<file path="src/lss_pkg.sv">
// ----------------------------------------------------------------------------
// lss_pkg: shared types for the LIFO stack with search
// Action and status codes, datapath operation codes and the command and
// status bundles that pass between the controller and the datapath.
// ----------------------------------------------------------------------------
package lss_pkg;

    typedef enum logic [2:0] {
        ACT_PUSH   = 3'd0,
        ACT_POP    = 3'd1,
        ACT_PEEK   = 3'd2,
        ACT_REMOVE = 3'd3,
        ACT_SEARCH = 3'd4,
        ACT_COUNT  = 3'd5,
        ACT_CLEAR  = 3'd6
    } t_action;

    typedef enum logic [2:0] {
        ST_OK       = 3'd0,
        ST_EMPTY    = 3'd1,
        ST_INVALID  = 3'd2,
        ST_BEYOND   = 3'd3,
        ST_NOTFOUND = 3'd4,
        ST_FULL     = 3'd5
    } t_status;

    typedef enum logic [3:0] {
        OP_NONE,      // hold
        OP_LATCH,     // capture the item, reset the result staging
        OP_FAIL,      // stage an error status
        OP_PUSH,      // write top, count up
        OP_CLEAR,     // count to zero
        OP_RD_TOP,    // read the top entry, start a walk from the top
        OP_RD_SLOT,   // read the entry at the removal slot
        OP_TAKE,      // stage read data, count down on pop
        OP_REM_TAKE,  // stage removed data, read the entry above
        OP_SHIFT,     // move one entry down, read the next one
        OP_SCAN,      // compare one entry, step down
        OP_LOAD       // move the staged result to the output register
    } t_dp_op;

    typedef struct packed {
        t_dp_op  op;
        t_status st;
    } t_cmd;

    typedef struct packed {
        logic [2:0] act;         // latched action code
        logic       full;
        logic       empty;
        logic       pos_zero;
        logic       pos_beyond;
        logic       more;        // an entry sits above the current pointer
        logic       shift_more;  // another move follows this one
        logic       match;
        logic       scan_more;
        logic       out_free;
    } t_sts;

endpackage

</file>
<file path="src/lss_if.sv">
// ----------------------------------------------------------------------------
// lss_if: item channels of the LIFO stack with search
// Valid/ready channels for the requests and for the results.
// ----------------------------------------------------------------------------
interface lss_in_if;
    logic       valid;
    logic       ready;
    logic [2:0] action;
    logic [7:0] age;
    logic [3:0] position;

    modport source (output valid, action, age, position, input ready);
    modport sink   (input valid, action, age, position, output ready);
endinterface

interface lss_out_if;
    logic       valid;
    logic       ready;
    logic [2:0] status;
    logic [7:0] data_age;
    logic [4:0] found_position;
    logic [4:0] entry_count;

    modport source (output valid, status, data_age, found_position, entry_count,
                    input ready);
    modport sink   (input valid, status, data_age, found_position, entry_count,
                    output ready);
endinterface

</file>
<file path="src/lss_dp.sv">
// ----------------------------------------------------------------------------
// lss_dp: datapath of the LIFO stack with search
// Entry memory, fill level, walk pointer, result staging and output register.
// ----------------------------------------------------------------------------
module lss_dp #(
    parameter int DEPTH = 16
) (
    input  logic              i_clk,
    input  logic              i_rst_n,
    input  lss_pkg::t_cmd     i_cmd,
    output lss_pkg::t_sts     o_sts,
    input  logic [2:0]        i_action,
    input  logic [7:0]        i_age,
    input  logic [3:0]        i_position,
    input  logic              i_out_ready,
    output logic              o_out_valid,
    output logic [2:0]        o_status,
    output logic [7:0]        o_data_age,
    output logic [4:0]        o_found_position,
    output logic [4:0]        o_entry_count
);
    localparam int AW = (DEPTH > 1) ? $clog2(DEPTH) : 1;
    localparam int CW = $clog2(DEPTH + 1);
    localparam int XW = ((CW > 4) ? CW : 4) + 1;

    logic [7:0]    mem [DEPTH];
    logic [7:0]    r_rdata;
    logic [CW-1:0] r_fill;
    logic [AW-1:0] r_ptr;
    logic [CW-1:0] r_idx;
    logic [2:0]    r_act;
    logic [7:0]    r_age;
    logic [3:0]    r_pos;
    logic [2:0]    r_st;
    logic [7:0]    r_data;
    logic [4:0]    r_found;
    logic          r_out_valid;
    logic [2:0]    r_o_status;
    logic [7:0]    r_o_data;
    logic [4:0]    r_o_found;
    logic [4:0]    r_o_count;

    logic [XW-1:0] fill_x, ptr_x, pos_x, idx_x, top_x, slot_x;
    logic          rd_en, wr_en;
    logic [AW-1:0] rd_addr, wr_addr;
    logic [7:0]    wr_data;

    assign fill_x = XW'(r_fill);
    assign ptr_x  = XW'(r_ptr);
    assign pos_x  = XW'(r_pos);
    assign idx_x  = XW'(r_idx);
    assign top_x  = fill_x - XW'(1);
    assign slot_x = fill_x - XW'(1) - pos_x;

    always_comb begin
        o_sts.act        = r_act;
        o_sts.full       = fill_x >= XW'(DEPTH);
        o_sts.empty      = (r_fill == '0);
        o_sts.pos_zero   = (r_pos == '0);
        o_sts.pos_beyond = pos_x >= fill_x;
        o_sts.more       = (ptr_x + XW'(1)) < fill_x;
        o_sts.shift_more = (ptr_x + XW'(2)) < fill_x;
        o_sts.match      = (r_rdata == r_age);
        o_sts.scan_more  = (idx_x + XW'(1)) < fill_x;
        o_sts.out_free   = !r_out_valid || i_out_ready;
    end

    // memory port control
    always_comb begin
        rd_en   = 1'b0;
        rd_addr = r_ptr;
        wr_en   = 1'b0;
        wr_addr = r_fill[AW-1:0];
        wr_data = r_age;
        case (i_cmd.op)
            lss_pkg::OP_PUSH: begin
                wr_en = 1'b1;
            end
            lss_pkg::OP_RD_TOP: begin
                rd_en   = 1'b1;
                rd_addr = top_x[AW-1:0];
            end
            lss_pkg::OP_RD_SLOT: begin
                rd_en   = 1'b1;
                rd_addr = slot_x[AW-1:0];
            end
            lss_pkg::OP_REM_TAKE: begin
                rd_en   = o_sts.more;
                rd_addr = r_ptr + AW'(1);
            end
            lss_pkg::OP_SHIFT: begin
                wr_en   = 1'b1;
                wr_addr = r_ptr;
                wr_data = r_rdata;
                rd_en   = o_sts.shift_more;
                rd_addr = r_ptr + AW'(2);
            end
            lss_pkg::OP_SCAN: begin
                rd_en   = !o_sts.match && o_sts.scan_more;
                rd_addr = r_ptr - AW'(1);
            end
            default: begin
            end
        endcase
    end

    always_ff @(posedge i_clk) begin
        if (wr_en) begin
            mem[wr_addr] <= wr_data;
        end
        if (rd_en) begin
            r_rdata <= mem[rd_addr];
        end
    end

    // control state: fill level and output valid
    always_ff @(posedge i_clk) begin
        if (!i_rst_n) begin
            r_fill      <= '0;
            r_out_valid <= 1'b0;
        end else begin
            case (i_cmd.op)
                lss_pkg::OP_PUSH:     r_fill <= r_fill + CW'(1);
                lss_pkg::OP_CLEAR:    r_fill <= '0;
                lss_pkg::OP_TAKE: begin
                    if (r_act == lss_pkg::ACT_POP) begin
                        r_fill <= r_fill - CW'(1);
                    end
                end
                lss_pkg::OP_REM_TAKE: begin
                    if (!o_sts.more) begin
                        r_fill <= r_fill - CW'(1);
                    end
                end
                lss_pkg::OP_SHIFT: begin
                    if (!o_sts.shift_more) begin
                        r_fill <= r_fill - CW'(1);
                    end
                end
                default: begin
                end
            endcase
            if (i_cmd.op == lss_pkg::OP_LOAD) begin
                r_out_valid <= 1'b1;
            end else if (i_out_ready) begin
                r_out_valid <= 1'b0;
            end
        end
    end

    // payload: item capture, walk pointer, result staging, output register
    always_ff @(posedge i_clk) begin
        case (i_cmd.op)
            lss_pkg::OP_LATCH: begin
                r_act   <= i_action;
                r_age   <= i_age;
                r_pos   <= i_position;
                r_st    <= lss_pkg::ST_OK;
                r_data  <= '0;
                r_found <= '0;
            end
            lss_pkg::OP_FAIL: r_st <= i_cmd.st;
            lss_pkg::OP_RD_TOP: begin
                r_ptr <= top_x[AW-1:0];
                r_idx <= '0;
            end
            lss_pkg::OP_RD_SLOT: r_ptr <= slot_x[AW-1:0];
            lss_pkg::OP_TAKE:     r_data <= r_rdata;
            lss_pkg::OP_REM_TAKE: r_data <= r_rdata;
            lss_pkg::OP_SHIFT:    r_ptr <= r_ptr + AW'(1);
            lss_pkg::OP_SCAN: begin
                if (o_sts.match) begin
                    r_found <= 5'(idx_x + XW'(1));
                end else if (o_sts.scan_more) begin
                    r_ptr <= r_ptr - AW'(1);
                    r_idx <= r_idx + CW'(1);
                end else begin
                    r_st <= lss_pkg::ST_NOTFOUND;
                end
            end
            lss_pkg::OP_LOAD: begin
                r_o_status <= r_st;
                r_o_data   <= r_data;
                r_o_found  <= r_found;
                r_o_count  <= 5'(r_fill);
            end
            default: begin
            end
        endcase
    end

    assign o_out_valid      = r_out_valid;
    assign o_status         = r_o_status;
    assign o_data_age       = r_o_data;
    assign o_found_position = r_o_found;
    assign o_entry_count    = r_o_count;

    a_fill_bound: assert property (@(posedge i_clk) disable iff (!i_rst_n)
        fill_x <= XW'(DEPTH))
        else $error("fill level above depth");

    a_push_room: assert property (@(posedge i_clk) disable iff (!i_rst_n)
        i_cmd.op == lss_pkg::OP_PUSH |-> !o_sts.full)
        else $error("push into a full store");

    a_clear_empties: assert property (@(posedge i_clk) disable iff (!i_rst_n)
        i_cmd.op == lss_pkg::OP_CLEAR |=> r_fill == '0)
        else $error("clear left entries");

    a_load_free: assert property (@(posedge i_clk) disable iff (!i_rst_n)
        i_cmd.op == lss_pkg::OP_LOAD |-> o_sts.out_free)
        else $error("result loaded over a waiting result");

endmodule

</file>
<file path="src/lss_ctrl.sv">
// ----------------------------------------------------------------------------
// lss_ctrl: controller of the LIFO stack with search
// Sequences each action through the datapath, one item at a time.
// ----------------------------------------------------------------------------
module lss_ctrl (
    input  logic          i_clk,
    input  logic          i_rst_n,
    input  logic          i_in_valid,
    output logic          o_in_ready,
    input  lss_pkg::t_sts i_sts,
    output lss_pkg::t_cmd o_cmd
);
    typedef enum logic [2:0] {
        S_IDLE,
        S_DECODE,
        S_TAKE,
        S_REM_TAKE,
        S_SHIFT,
        S_SCAN,
        S_RESULT
    } t_state;

    t_state r_state, n_state;
    logic   r_in_ready;

    always_comb begin
        n_state  = r_state;
        o_cmd.op = lss_pkg::OP_NONE;
        o_cmd.st = lss_pkg::ST_OK;
        unique case (r_state)
            S_IDLE: begin
                if (i_in_valid && r_in_ready) begin
                    o_cmd.op = lss_pkg::OP_LATCH;
                    n_state  = S_DECODE;
                end
            end
            S_DECODE: begin
                n_state = S_RESULT;
                unique case (i_sts.act)
                    lss_pkg::ACT_PUSH: begin
                        if (i_sts.full) begin
                            o_cmd.op = lss_pkg::OP_FAIL;
                            o_cmd.st = lss_pkg::ST_FULL;
                        end else begin
                            o_cmd.op = lss_pkg::OP_PUSH;
                        end
                    end
                    lss_pkg::ACT_POP, lss_pkg::ACT_PEEK: begin
                        if (i_sts.empty) begin
                            o_cmd.op = lss_pkg::OP_FAIL;
                            o_cmd.st = lss_pkg::ST_EMPTY;
                        end else begin
                            o_cmd.op = lss_pkg::OP_RD_TOP;
                            n_state  = S_TAKE;
                        end
                    end
                    lss_pkg::ACT_REMOVE: begin
                        o_cmd.op = lss_pkg::OP_FAIL;
                        if (i_sts.empty) begin
                            o_cmd.st = lss_pkg::ST_EMPTY;
                        end else if (i_sts.pos_zero) begin
                            o_cmd.st = lss_pkg::ST_INVALID;
                        end else if (i_sts.pos_beyond) begin
                            o_cmd.st = lss_pkg::ST_BEYOND;
                        end else begin
                            o_cmd.op = lss_pkg::OP_RD_SLOT;
                            n_state  = S_REM_TAKE;
                        end
                    end
                    lss_pkg::ACT_SEARCH: begin
                        if (i_sts.empty) begin
                            o_cmd.op = lss_pkg::OP_FAIL;
                            o_cmd.st = lss_pkg::ST_EMPTY;
                        end else begin
                            o_cmd.op = lss_pkg::OP_RD_TOP;
                            n_state  = S_SCAN;
                        end
                    end
                    lss_pkg::ACT_CLEAR: o_cmd.op = lss_pkg::OP_CLEAR;
                    default: o_cmd.op = lss_pkg::OP_NONE;  // count, unused code
                endcase
            end
            S_TAKE: begin
                o_cmd.op = lss_pkg::OP_TAKE;
                n_state  = S_RESULT;
            end
            S_REM_TAKE: begin
                o_cmd.op = lss_pkg::OP_REM_TAKE;
                n_state  = i_sts.more ? S_SHIFT : S_RESULT;
            end
            S_SHIFT: begin
                o_cmd.op = lss_pkg::OP_SHIFT;
                n_state  = i_sts.shift_more ? S_SHIFT : S_RESULT;
            end
            S_SCAN: begin
                o_cmd.op = lss_pkg::OP_SCAN;
                n_state  = (!i_sts.match && i_sts.scan_more) ? S_SCAN : S_RESULT;
            end
            S_RESULT: begin
                if (i_sts.out_free) begin
                    o_cmd.op = lss_pkg::OP_LOAD;
                    n_state  = S_IDLE;
                end
            end
            default: n_state = S_IDLE;
        endcase
    end

    always_ff @(posedge i_clk) begin
        if (!i_rst_n) begin
            r_state    <= S_IDLE;
            r_in_ready <= 1'b0;
        end else begin
            r_state    <= n_state;
            r_in_ready <= (n_state == S_IDLE) && !(r_state == S_IDLE && i_in_valid
                          && r_in_ready);
        end
    end

    assign o_in_ready = r_in_ready;

endmodule

</file>
<file path="src/lifo_stack_with_search.sv">
// Sequence: push, count, clear and rejected actions go from decode to the
// result state; pop and peek read and stage the top entry; search walks down
// to a match or the bottom; removal takes its entry, shifts those above down.
// Flow: one item at a time, set by the controller; the next item can be taken
// in the cycle after its result is loaded into the output register.
// Reset: synchronous, active low; empties the stack, no result pending.
// ----------------------------------------------------------------------------
// lifo_stack_with_search: bounded LIFO stack of 8-bit ages with search
// Push, pop, peek, removal at a position from the top, search by age, count
// and clear. Entries live in a DEPTH x 8 memory with one read and one write
// port; search and removal walk it one entry per cycle.
// ----------------------------------------------------------------------------
module lifo_stack_with_search #(
    parameter int DEPTH = 16
) (
    input  logic          i_clk,
    input  logic          i_rst_n,
    lss_in_if.sink        i_in,
    lss_out_if.source     o_out
);
    // command and status between sequencer and datapath
    lss_pkg::t_cmd cmd;
    lss_pkg::t_sts sts;
    logic          in_ready;

    // The controller takes one item, steps the datapath through it, and
    // waits in its result state only if the output register is still full.
    lss_ctrl u_ctrl (
        .i_clk      (i_clk),
        .i_rst_n    (i_rst_n),
        .i_in_valid (i_in.valid),
        .o_in_ready (in_ready),
        .i_sts      (sts),
        .o_cmd      (cmd)
    );

    // Memory, fill level and the output register. The output register
    // decouples the sink: the next item can be taken while a result waits.
    lss_dp #(
        .DEPTH (DEPTH)
    ) u_dp (
        .i_clk            (i_clk),
        .i_rst_n          (i_rst_n),
        .i_cmd            (cmd),
        .o_sts            (sts),
        .i_action         (i_in.action),
        .i_age            (i_in.age),
        .i_position       (i_in.position),
        .i_out_ready      (o_out.ready),
        .o_out_valid      (o_out.valid),
        .o_status         (o_out.status),
        .o_data_age       (o_out.data_age),
        .o_found_position (o_out.found_position),
        .o_entry_count    (o_out.entry_count)
    );

    assign i_in.ready = in_ready;

endmodule
</file>
<file path="src/flat_wrapper.sv">
// flat-port wrapper written by rule: the top's interface ports become plain ports
module lifo_stack_with_search_flat 
#(
    parameter int DEPTH = 16
)
  (i_clk, i_rst_n, i_in_valid, i_in_action, i_in_age, i_in_position, i_in_ready, o_out_valid, o_out_status, o_out_data_age, o_out_found_position, o_out_entry_count, o_out_ready);
  lss_in_if i_in_i ();
  lss_out_if o_out_i ();
  input  logic i_clk;
  input  logic i_rst_n;
  input wire logic [$bits(i_in_i.valid)-1:0] i_in_valid;
  input wire logic [$bits(i_in_i.action)-1:0] i_in_action;
  input wire logic [$bits(i_in_i.age)-1:0] i_in_age;
  input wire logic [$bits(i_in_i.position)-1:0] i_in_position;
  output wire logic [$bits(i_in_i.ready)-1:0] i_in_ready;
  output wire logic [$bits(o_out_i.valid)-1:0] o_out_valid;
  output wire logic [$bits(o_out_i.status)-1:0] o_out_status;
  output wire logic [$bits(o_out_i.data_age)-1:0] o_out_data_age;
  output wire logic [$bits(o_out_i.found_position)-1:0] o_out_found_position;
  output wire logic [$bits(o_out_i.entry_count)-1:0] o_out_entry_count;
  input wire logic [$bits(o_out_i.ready)-1:0] o_out_ready;
  assign i_in_i.valid = i_in_valid;
  assign i_in_i.action = i_in_action;
  assign i_in_i.age = i_in_age;
  assign i_in_i.position = i_in_position;
  assign i_in_ready = i_in_i.ready;
  assign o_out_valid = o_out_i.valid;
  assign o_out_status = o_out_i.status;
  assign o_out_data_age = o_out_i.data_age;
  assign o_out_found_position = o_out_i.found_position;
  assign o_out_entry_count = o_out_i.entry_count;
  assign o_out_i.ready = o_out_ready;
  lifo_stack_with_search #(.DEPTH(DEPTH)) u_core (.i_clk(i_clk), .i_rst_n(i_rst_n), .i_in(i_in_i), .o_out(o_out_i));
endmodule
</file>
<file path="config.mk">
export PLATFORM = sky130hd
export DESIGN_NAME = lifo_stack_with_search_flat
export DESIGN_NICKNAME = d
export VERILOG_FILES = /design/src/lss_pkg.sv /design/src/lss_if.sv /design/src/lss_dp.sv /design/src/lss_ctrl.sv /design/src/lifo_stack_with_search.sv /design/src/flat_wrapper.sv
export SDC_FILE = /design/constraint.sdc
export NUM_CORES = 1
export LEC_CHECK = 0
export BUFFER_PORTS_ARGS = -buffer_cell sky130_fd_sc_hd__buf_4
export CORE_MARGIN = 2
export CORE_UTILIZATION = 45
export DETAILED_ROUTE_END_ITERATION = 12
export SYNTH_ARGS = -nofsm -noshare
export SYNTH_HDL_FRONTEND = slang
export SYNTH_SLANG_ARGS = --single-unit
export TNS_END_PERCENT = 10
</file>
<file path="constraint.sdc">
create_clock -name i_clk -period 4.8 [get_ports i_clk]
set_input_delay 0.48 -clock i_clk [delete_from_list [all_inputs] [get_ports i_clk]]
set_output_delay 0.48 -clock i_clk [all_outputs]
set_load 0.01 [all_outputs]
</file>
Yosys cells after proc, flatten, opt, wreduce, memory -nomap -nowiden
Memory sizes are Yosys's and may differ from the RTL's. A register that Yosys moved wholly into a read port is not among the register bits.
Index checks and enable logic that the tools add are counted.
- bits in registers: 71
- memory bits (writable): 128
- input bits: 19
- output and inout bits: 23
- memories: 1
- memories (memory ; depth ; bits a word ; read ports ; clocked after memory_dff ; write ports ; line ; text):
    u_core.u_dp.mem ; 16 ; 8 ; 1 ; 1 ; 1 ; lss_dp.sv:26 ; logic [7:0] mem [DEPTH];
- add/subtract/negate cells: 11
- $lt $le $gt $ge: 5
- equality and inequality tests: 30
- mux-type cells: 53
- reductions and logical operators: 31
- operator list (cell ; number):
    $mux W3 ; 14
    $mux W5 ; 6
    $pmux W4 S7 ; 1
    $pmux W3 S3 ; 3
    $pmux W5 S5 ; 1
    $pmux W3 S7 ; 1
    $pmux W4 S5 ; 1
    $pmux W5 S2 ; 2
    $eq A4 B3 Y1 const B ; 4
    $eq A4 B4 Y1 const B ; 4
    $mux W4 ; 4
    $pmux W4 S4 ; 1
    $pmux W8 S2 ; 1
    $eq A3 B3 Y1 const B ; 5
    $mux W2 ; 7
    $eq A3 B2 Y1 const B ; 4
    $pmux W3 S4 ; 1
    $add A5 B1 Y5 const B ; 2
    $lt A5 B5 Y1 ; 2
    $logic_not A3 Y1 ; 3
    $reduce_and A3 Y1 ; 3
    $eq A4 B2 Y1 const B ; 2
    $eq A8 B8 Y1 ; 1
    $mux W1 ; 8
    30 further kinds ; 49

Logic depth before layout (Yosys ltp)
- word-level depth: 11
- mapped depth: 16
- gate-level depth less buffers: 12

By module
Synthesis repeated with hierarchy kept, for this count alone.
- cells, all modules: 645
- area total of the unflattened synthesis: 9829.4 um^2
- by module, submodules not included (module ; times used ; cells each ; area each (um^2) ; seq. area each (um^2)):
    lss_dp ; 1 ; 571 ; 9228.9 ; 6035.8
    lss_ctrl ; 1 ; 74 ; 600.6 ; 80.1

Worst setup path before layout
OpenSTA, ideal clock, no wires.
- kind: register -> register
- start: reg u_core.u_dp.r_fill[0]
- end: reg u_core.u_dp.r_rdata[5], read port of u_core.u_dp.mem (data pin)
- arrival time: 3426 ps
- required time: 4534 ps
- path slack: 1108 ps
- stages on the path, launching flop included: 16
- period minus slack after synthesis: 3692 ps
- path through: dfxtp_1 -> clkbuf_1 -> inv_1 -> ha_1 -> or4b_1 -> buf_2 -> maj3_2 -> a22oi_2 -> a21boi_2 -> o22a_1 -> buf_2 -> buf_2 -> o31a_1 -> a2111o_1 -> a211oi_1 -> a211oi_2
- cells in the longest elaborated chain, start to end: 9
- ends and longest elaborated chain (item ; line ; text):
    start: declaration ; lss_dp.sv:28 ; logic [CW-1:0] r_fill;
    start signal: assignment ; lss_dp.sv:123 ; lss_pkg::OP_PUSH: r_fill <= r_fill + CW'(1);
    start signal: assignment ; lss_dp.sv:127 ; r_fill <= r_fill - CW'(1);
    start signal: assignment ; lss_dp.sv:132 ; r_fill <= r_fill - CW'(1);
    $ge A4 B5 Y1 ; lss_dp.sv:60 ; o_sts.pos_beyond = pos_x >= fill_x;
    $mux W3 ; lss_ctrl.sv:63 ; end else if (i_sts.pos_beyond) begin
    $mux W3 ; lss_ctrl.sv:61 ; end else if (i_sts.pos_zero) begin
    $mux W3 ; lss_ctrl.sv:59 ; if (i_sts.empty) begin
    $pmux W3 S4 ; lss_ctrl.sv:39 ; unique case (i_sts.act)
    $pmux W4 S7 ; lss_ctrl.sv:30 ; unique case (r_state)
    $eq A4 B3 Y1 ; lss_dp.sv:75 ; case (i_cmd.op)
    $reduce_or A2 Y1 (no source line) ; -- ;
    $pmux W1 S4 ; lss_dp.sv:75 ;
    end: declaration ; lss_dp.sv:27 ; logic [7:0] r_rdata;
Several ways; a longest one is shown, not always the timed one.
A chain may end at the register's enable or synchronous reset.

Worst setup path in the final report
- start: reg u_core.u_dp.r_fill[1]
- end: reg u_core.u_dp.r_rdata[2], read port of u_core.u_dp.mem (data pin)
Same word-level chain as after synthesis.

==> impl_metrics.tcl <==
set metrics [dict create \
    rsz0062_at_grt "false" \
    synthCells 803 \
    worst_setup_path_end_kind "flop" \
    initial_core_util_pct 45.7 \
    setup_viol 0 \
    max_slew_margin_pct 24.4 \
    power.density_mw_per_mm2 716 \
    ys_ff_latch 207 \
    hold_violations 0 \
    syn2layout_area_growth_pct 13.3 \
    tightest_slew_ns 1.13 \
    peakVddDrop_uv 337 \
    crit_path_frequent_cell "a211oi_1" \
    clkSlewWorstSetupHoldPaths_ns 0.06 \
    vias 7180 \
    final_nets 880 \
    pre_cts_ws_ns 0.545 \
    gp_congestion 0.919 \
    yosysUniqueCellTypes 71 \
    track_usage_pct 22.7 \
    antenna_found_initial 0 \
    rows 55 \
    grt_pass1_wl_um 42000 \
    antenna_cells 0 \
    grt_pass1_vias 7046 \
    async_reset_ff_share_pct 0 \
    yosysSeqAreaShare_pct 59.5 \
    synth-edff-count 197 \
    wl_per_cell_um 24.1 \
    r2r_start "u_core.u_dp.r_fill[1]$_SDFFE_PN0P_" \
    fin_cells 1131 \
    root_buffer "clkbuf_16" \
    synth-warning-count 0 \
    multi_input_area_mm2 0.00385 \
    clock_tree.buffer_depth 3 \
    cts_tree "built" \
    hold_buffers 0 \
    power_w 0.00834 \
    whs_path_depth 1 \
    fp.dieH_um 155 \
    vias_per_cell 6.35 \
    dp_cells 1089 \
    cp.arrival_ns 4.60 \
    hp-class "primary input to flop" \
    critPathRequiredTime_ns 5.05 \
    max_freq_ghz 0.230 \
    timing.critical_path.fanout_max 16 \
    postSynthAreaPerCell_um2 12.8 \
    grt-ovfl-total 0 \
    cts_setup_buffers 0 \
    cts_made_buffers 23 \
    whs_endpoint "u_core.u_dp.r_pos[3]$_DFFE_PP_" \
    crit_path_cell_trace "inv_1 > ha_1 > nor4b_2 > a211oi_1 > a211oi_1 > nand2_1 > a2bb2oi_1 > buf_4 > nor4_2 > buf_4 > a2111oi_0 > o31a_1 > a211oi_1" \
    worst_path_largest_cell_delay_ns 0.68 \
    period_share_pct 90.8 \
    cts_resized 0 \
    dr.pass1.iters 5 \
    final_layout_size_suffix_gt1_share_pct 15.0 \
    leakagePower_nw 3.98 \
    maxCapViolations 0 \
    netlist_area_mm2 0.0103 \
    rr_worst_depth 13 \
    io_pins 42 \
    die_w_um 155 \
    drt_first_iter_violations 845 \
    skew_ns 0.0228 \
    htreeDepth 1 \
    grt_max_degree 49 \
    port_buffers 41 \
    final.min_clock_period_ns 4.36 \
    tns_ns 0 \
    slew_viol_final 0 \
    core_area_mm2 0.0225 \
    fp.dieArea_mm2 0.0241 \
    antenna_left 0 \
    cp_slowest_cell "a2111oi_0" \
    finalWorstSetupSlack_ns 0.444 \
    wl_um 27200 \
    worstSetupPathType "flop to flop" \
    insertion_delay_ns 0.52 \
    drc_errors 0 \
    synthFlopType "edfxtp_1" \
    r2r_setup_slack_ns 0.44 \
    syn-num-nets 854 \
    dp_hpwl_um 18500 \
    crit_path_start_kind "flop" \
    nFillCells 1926 \
    min-delay-start "i_in_position[3]" \
    seq_area_mm2 0.00612 \
    cts_sinks 207 \
    status "completed" \
    reg2reg_to "u_core.u_dp.r_rdata[2]$_DFFE_PP_" \
]
[flip-flops by register name, indices dropped and copies added, names as in the netlist]
name	flops
u_core.u_dp.r_age	8
u_core.u_dp.r_idx	5
u_core.u_dp.o_data_age	8
u_core.u_dp.r_fill	5
u_core.u_dp.o_entry_count	5
u_core.u_dp.r_ptr	4
u_core.u_dp.r_st	3
u_core.u_dp.r_data	8
u_core.u_dp.r_found	5
u_core.u_dp.r_act	3
u_core.u_dp.o_out_valid	1
u_core.u_dp.o_found_position	5
u_core.u_ctrl.o_in_ready	1
u_core.u_dp.r_rdata	8
u_core.u_dp.r_pos	4
u_core.u_dp.o_status	3
u_core.u_dp.mem	128
u_core.u_ctrl.r_state	3
[worst max-delay path by stage]
stage / startpoint / to
2_1_floorplan: u_core.u_dp.r_fill[0]$_SDFFE_PN0P_ / u_core.u_dp.r_rdata[5]$_DFFE_PP_
3_5_place_dp: u_core.u_dp.r_fill[1]$_SDFFE_PN0P_ / u_core.u_dp.r_rdata[0]$_DFFE_PP_
6_report: u_core.u_dp.r_fill[1]$_SDFFE_PN0P_ / u_core.u_dp.r_rdata[2]$_DFFE_PP_
4_1_cts: u_core.u_dp.r_fill[1]$_SDFFE_PN0P_ / u_core.u_dp.r_rdata[1]$_DFFE_PP_
5_1_grt: u_core.u_dp.r_fill[1]$_SDFFE_PN0P_ / u_core.u_dp.r_rdata[0]$_DFFE_PP_
3_3_place_gp: u_core.u_dp.r_fill[1]$_SDFFE_PN0P_ / u_core.u_dp.r_rdata[5]$_DFFE_PP_
[metrics by stage]
| stage | utilization [%] | area (µm²) | hold WS, ns |
|---|---|---|---|
| 5_1_grt | 51.7 | 11600 | 0.122 |
| 4_1_cts | 51.7 | 11600 | 0.126 |
| 3_3_place_gp | 48.4 | 10900 | 0.400 |
| 2_1_floorplan | - | 10300 | 0.400 |
| 6_report | 51.7 | 11600 | 0.140 |
| 3_5_place_dp | 48.4 | 10900 | 0.405 |
[worst max-delay path: cells and delay by family (launching register included)]
kind | cells | cell delay, ns
simple gates | 3 | 0.72
buf+inv | 3 | 0.75
flops | 1 | 0.39
fa+ha+maj | 1 | 0.22
compound gates | 6 | 2.02
[area by class of cell]
class                   count  area share, %
clock buffers              25           5.01
clock inverters            17           1.41
inverters                  17          0.548
multi-input cells         514           33.1
flip-flops and latches    207           52.5
well taps                 285           3.06
repair buffers             66           4.36
[power breakdown]
| group | switching (W) | internal, W |
|---|---|---|
| Combinational | 0.00252 | 0.00141 |
| Clock | 0.000706 | 0.00104 |
| Sequential | 0.000195 | 0.00247 |
[metal layers]
metal	global-route usage, %	share of wire (%)	vias up
met3	3.34	7.3	52
met1	32.5	44	3541
li1	-	-	3242
met4	6.88	2.8	0
met2	35.9	46	345
met5	0	0	-
[synth_stat cells (all sizes together) (3+ instances only)]
| cell | number | area share [%] |
|---|---|---|
| a2111o | 8 | 0.88 |
| a2111oi | 8 | 0.68 |
| a211oi | 30 | 2.4 |
| a21boi | 8 | 0.62 |
| a21o | 7 | 0.51 |
| a21oi | 17 | 0.83 |
| a221o | 16 | 1.6 |
| a221oi | 18 | 1.5 |
| a311o | 8 | 0.78 |
| a31oi | 10 | 0.61 |
| and2 | 15 | 0.91 |
| and3 | 6 | 0.37 |
| buf | 31 | 1.6 |
| clkbuf | 34 | 1.2 |
| dfxtp | 10 | 1.9 |
| edfxtp | 197 | 58 |
| ha | 30 | 3.7 |
| inv | 17 | 0.62 |
| mux2i | 9 | 0.88 |
| nand2 | 61 | 2.2 |
| nand2b | 8 | 0.49 |
| nand3 | 7 | 0.34 |
| nand3b | 5 | 0.37 |
| nand4 | 10 | 0.61 |
| nor2 | 35 | 1.3 |
| nor2b | 8 | 0.49 |
| nor3 | 20 | 0.97 |
| nor4 | 5 | 0.37 |
| o211ai | 8 | 0.58 |
| o21a | 7 | 0.51 |
| o21ai | 14 | 0.68 |
| o22a | 3 | 0.26 |
| o31a | 56 | 4.8 |
| o31ai | 10 | 0.78 |
| or2 | 4 | 0.24 |
| or3 | 4 | 0.24 |
| or3b | 3 | 0.26 |
| xnor2 | 19 | 1.6 |
| xor2 | 8 | 0.68 |
[placed cells by master (no fill, tap or decap), drive strengths merged, types with 9 or more instances in the layout]
master	count
nand2	61
and2	15
o31a	56
xnor2	19
a221oi	18
a211oi	30
edfxtp	197
mux2i	9
a31oi	10
inv	18
a221o	16
nor3	20
clkinv	10
o21ai	14
dfxtp	10
buf	66
a21oi	17
clkbuf	25
ha	30
nand4	10
nor2	35
o31ai	10
[cell families (layout without fill, tap and decap cells)]
kind of cell	Yosys count	after routing	share of synthesized area [%]
AO/OA/AOI/OAI	249	249	20.1
XOR/XNOR	27	27	2.30
AND/OR/NAND/NOR	196	196	9.67
buffers and inverters	82	125	3.42
multiplexers	9	9	0.877
flip-flops	207	207	59.5
adder cells (fa/ha/maj)	33	33	4.15
Note: power is estimated with default switching activity, not from simulation.
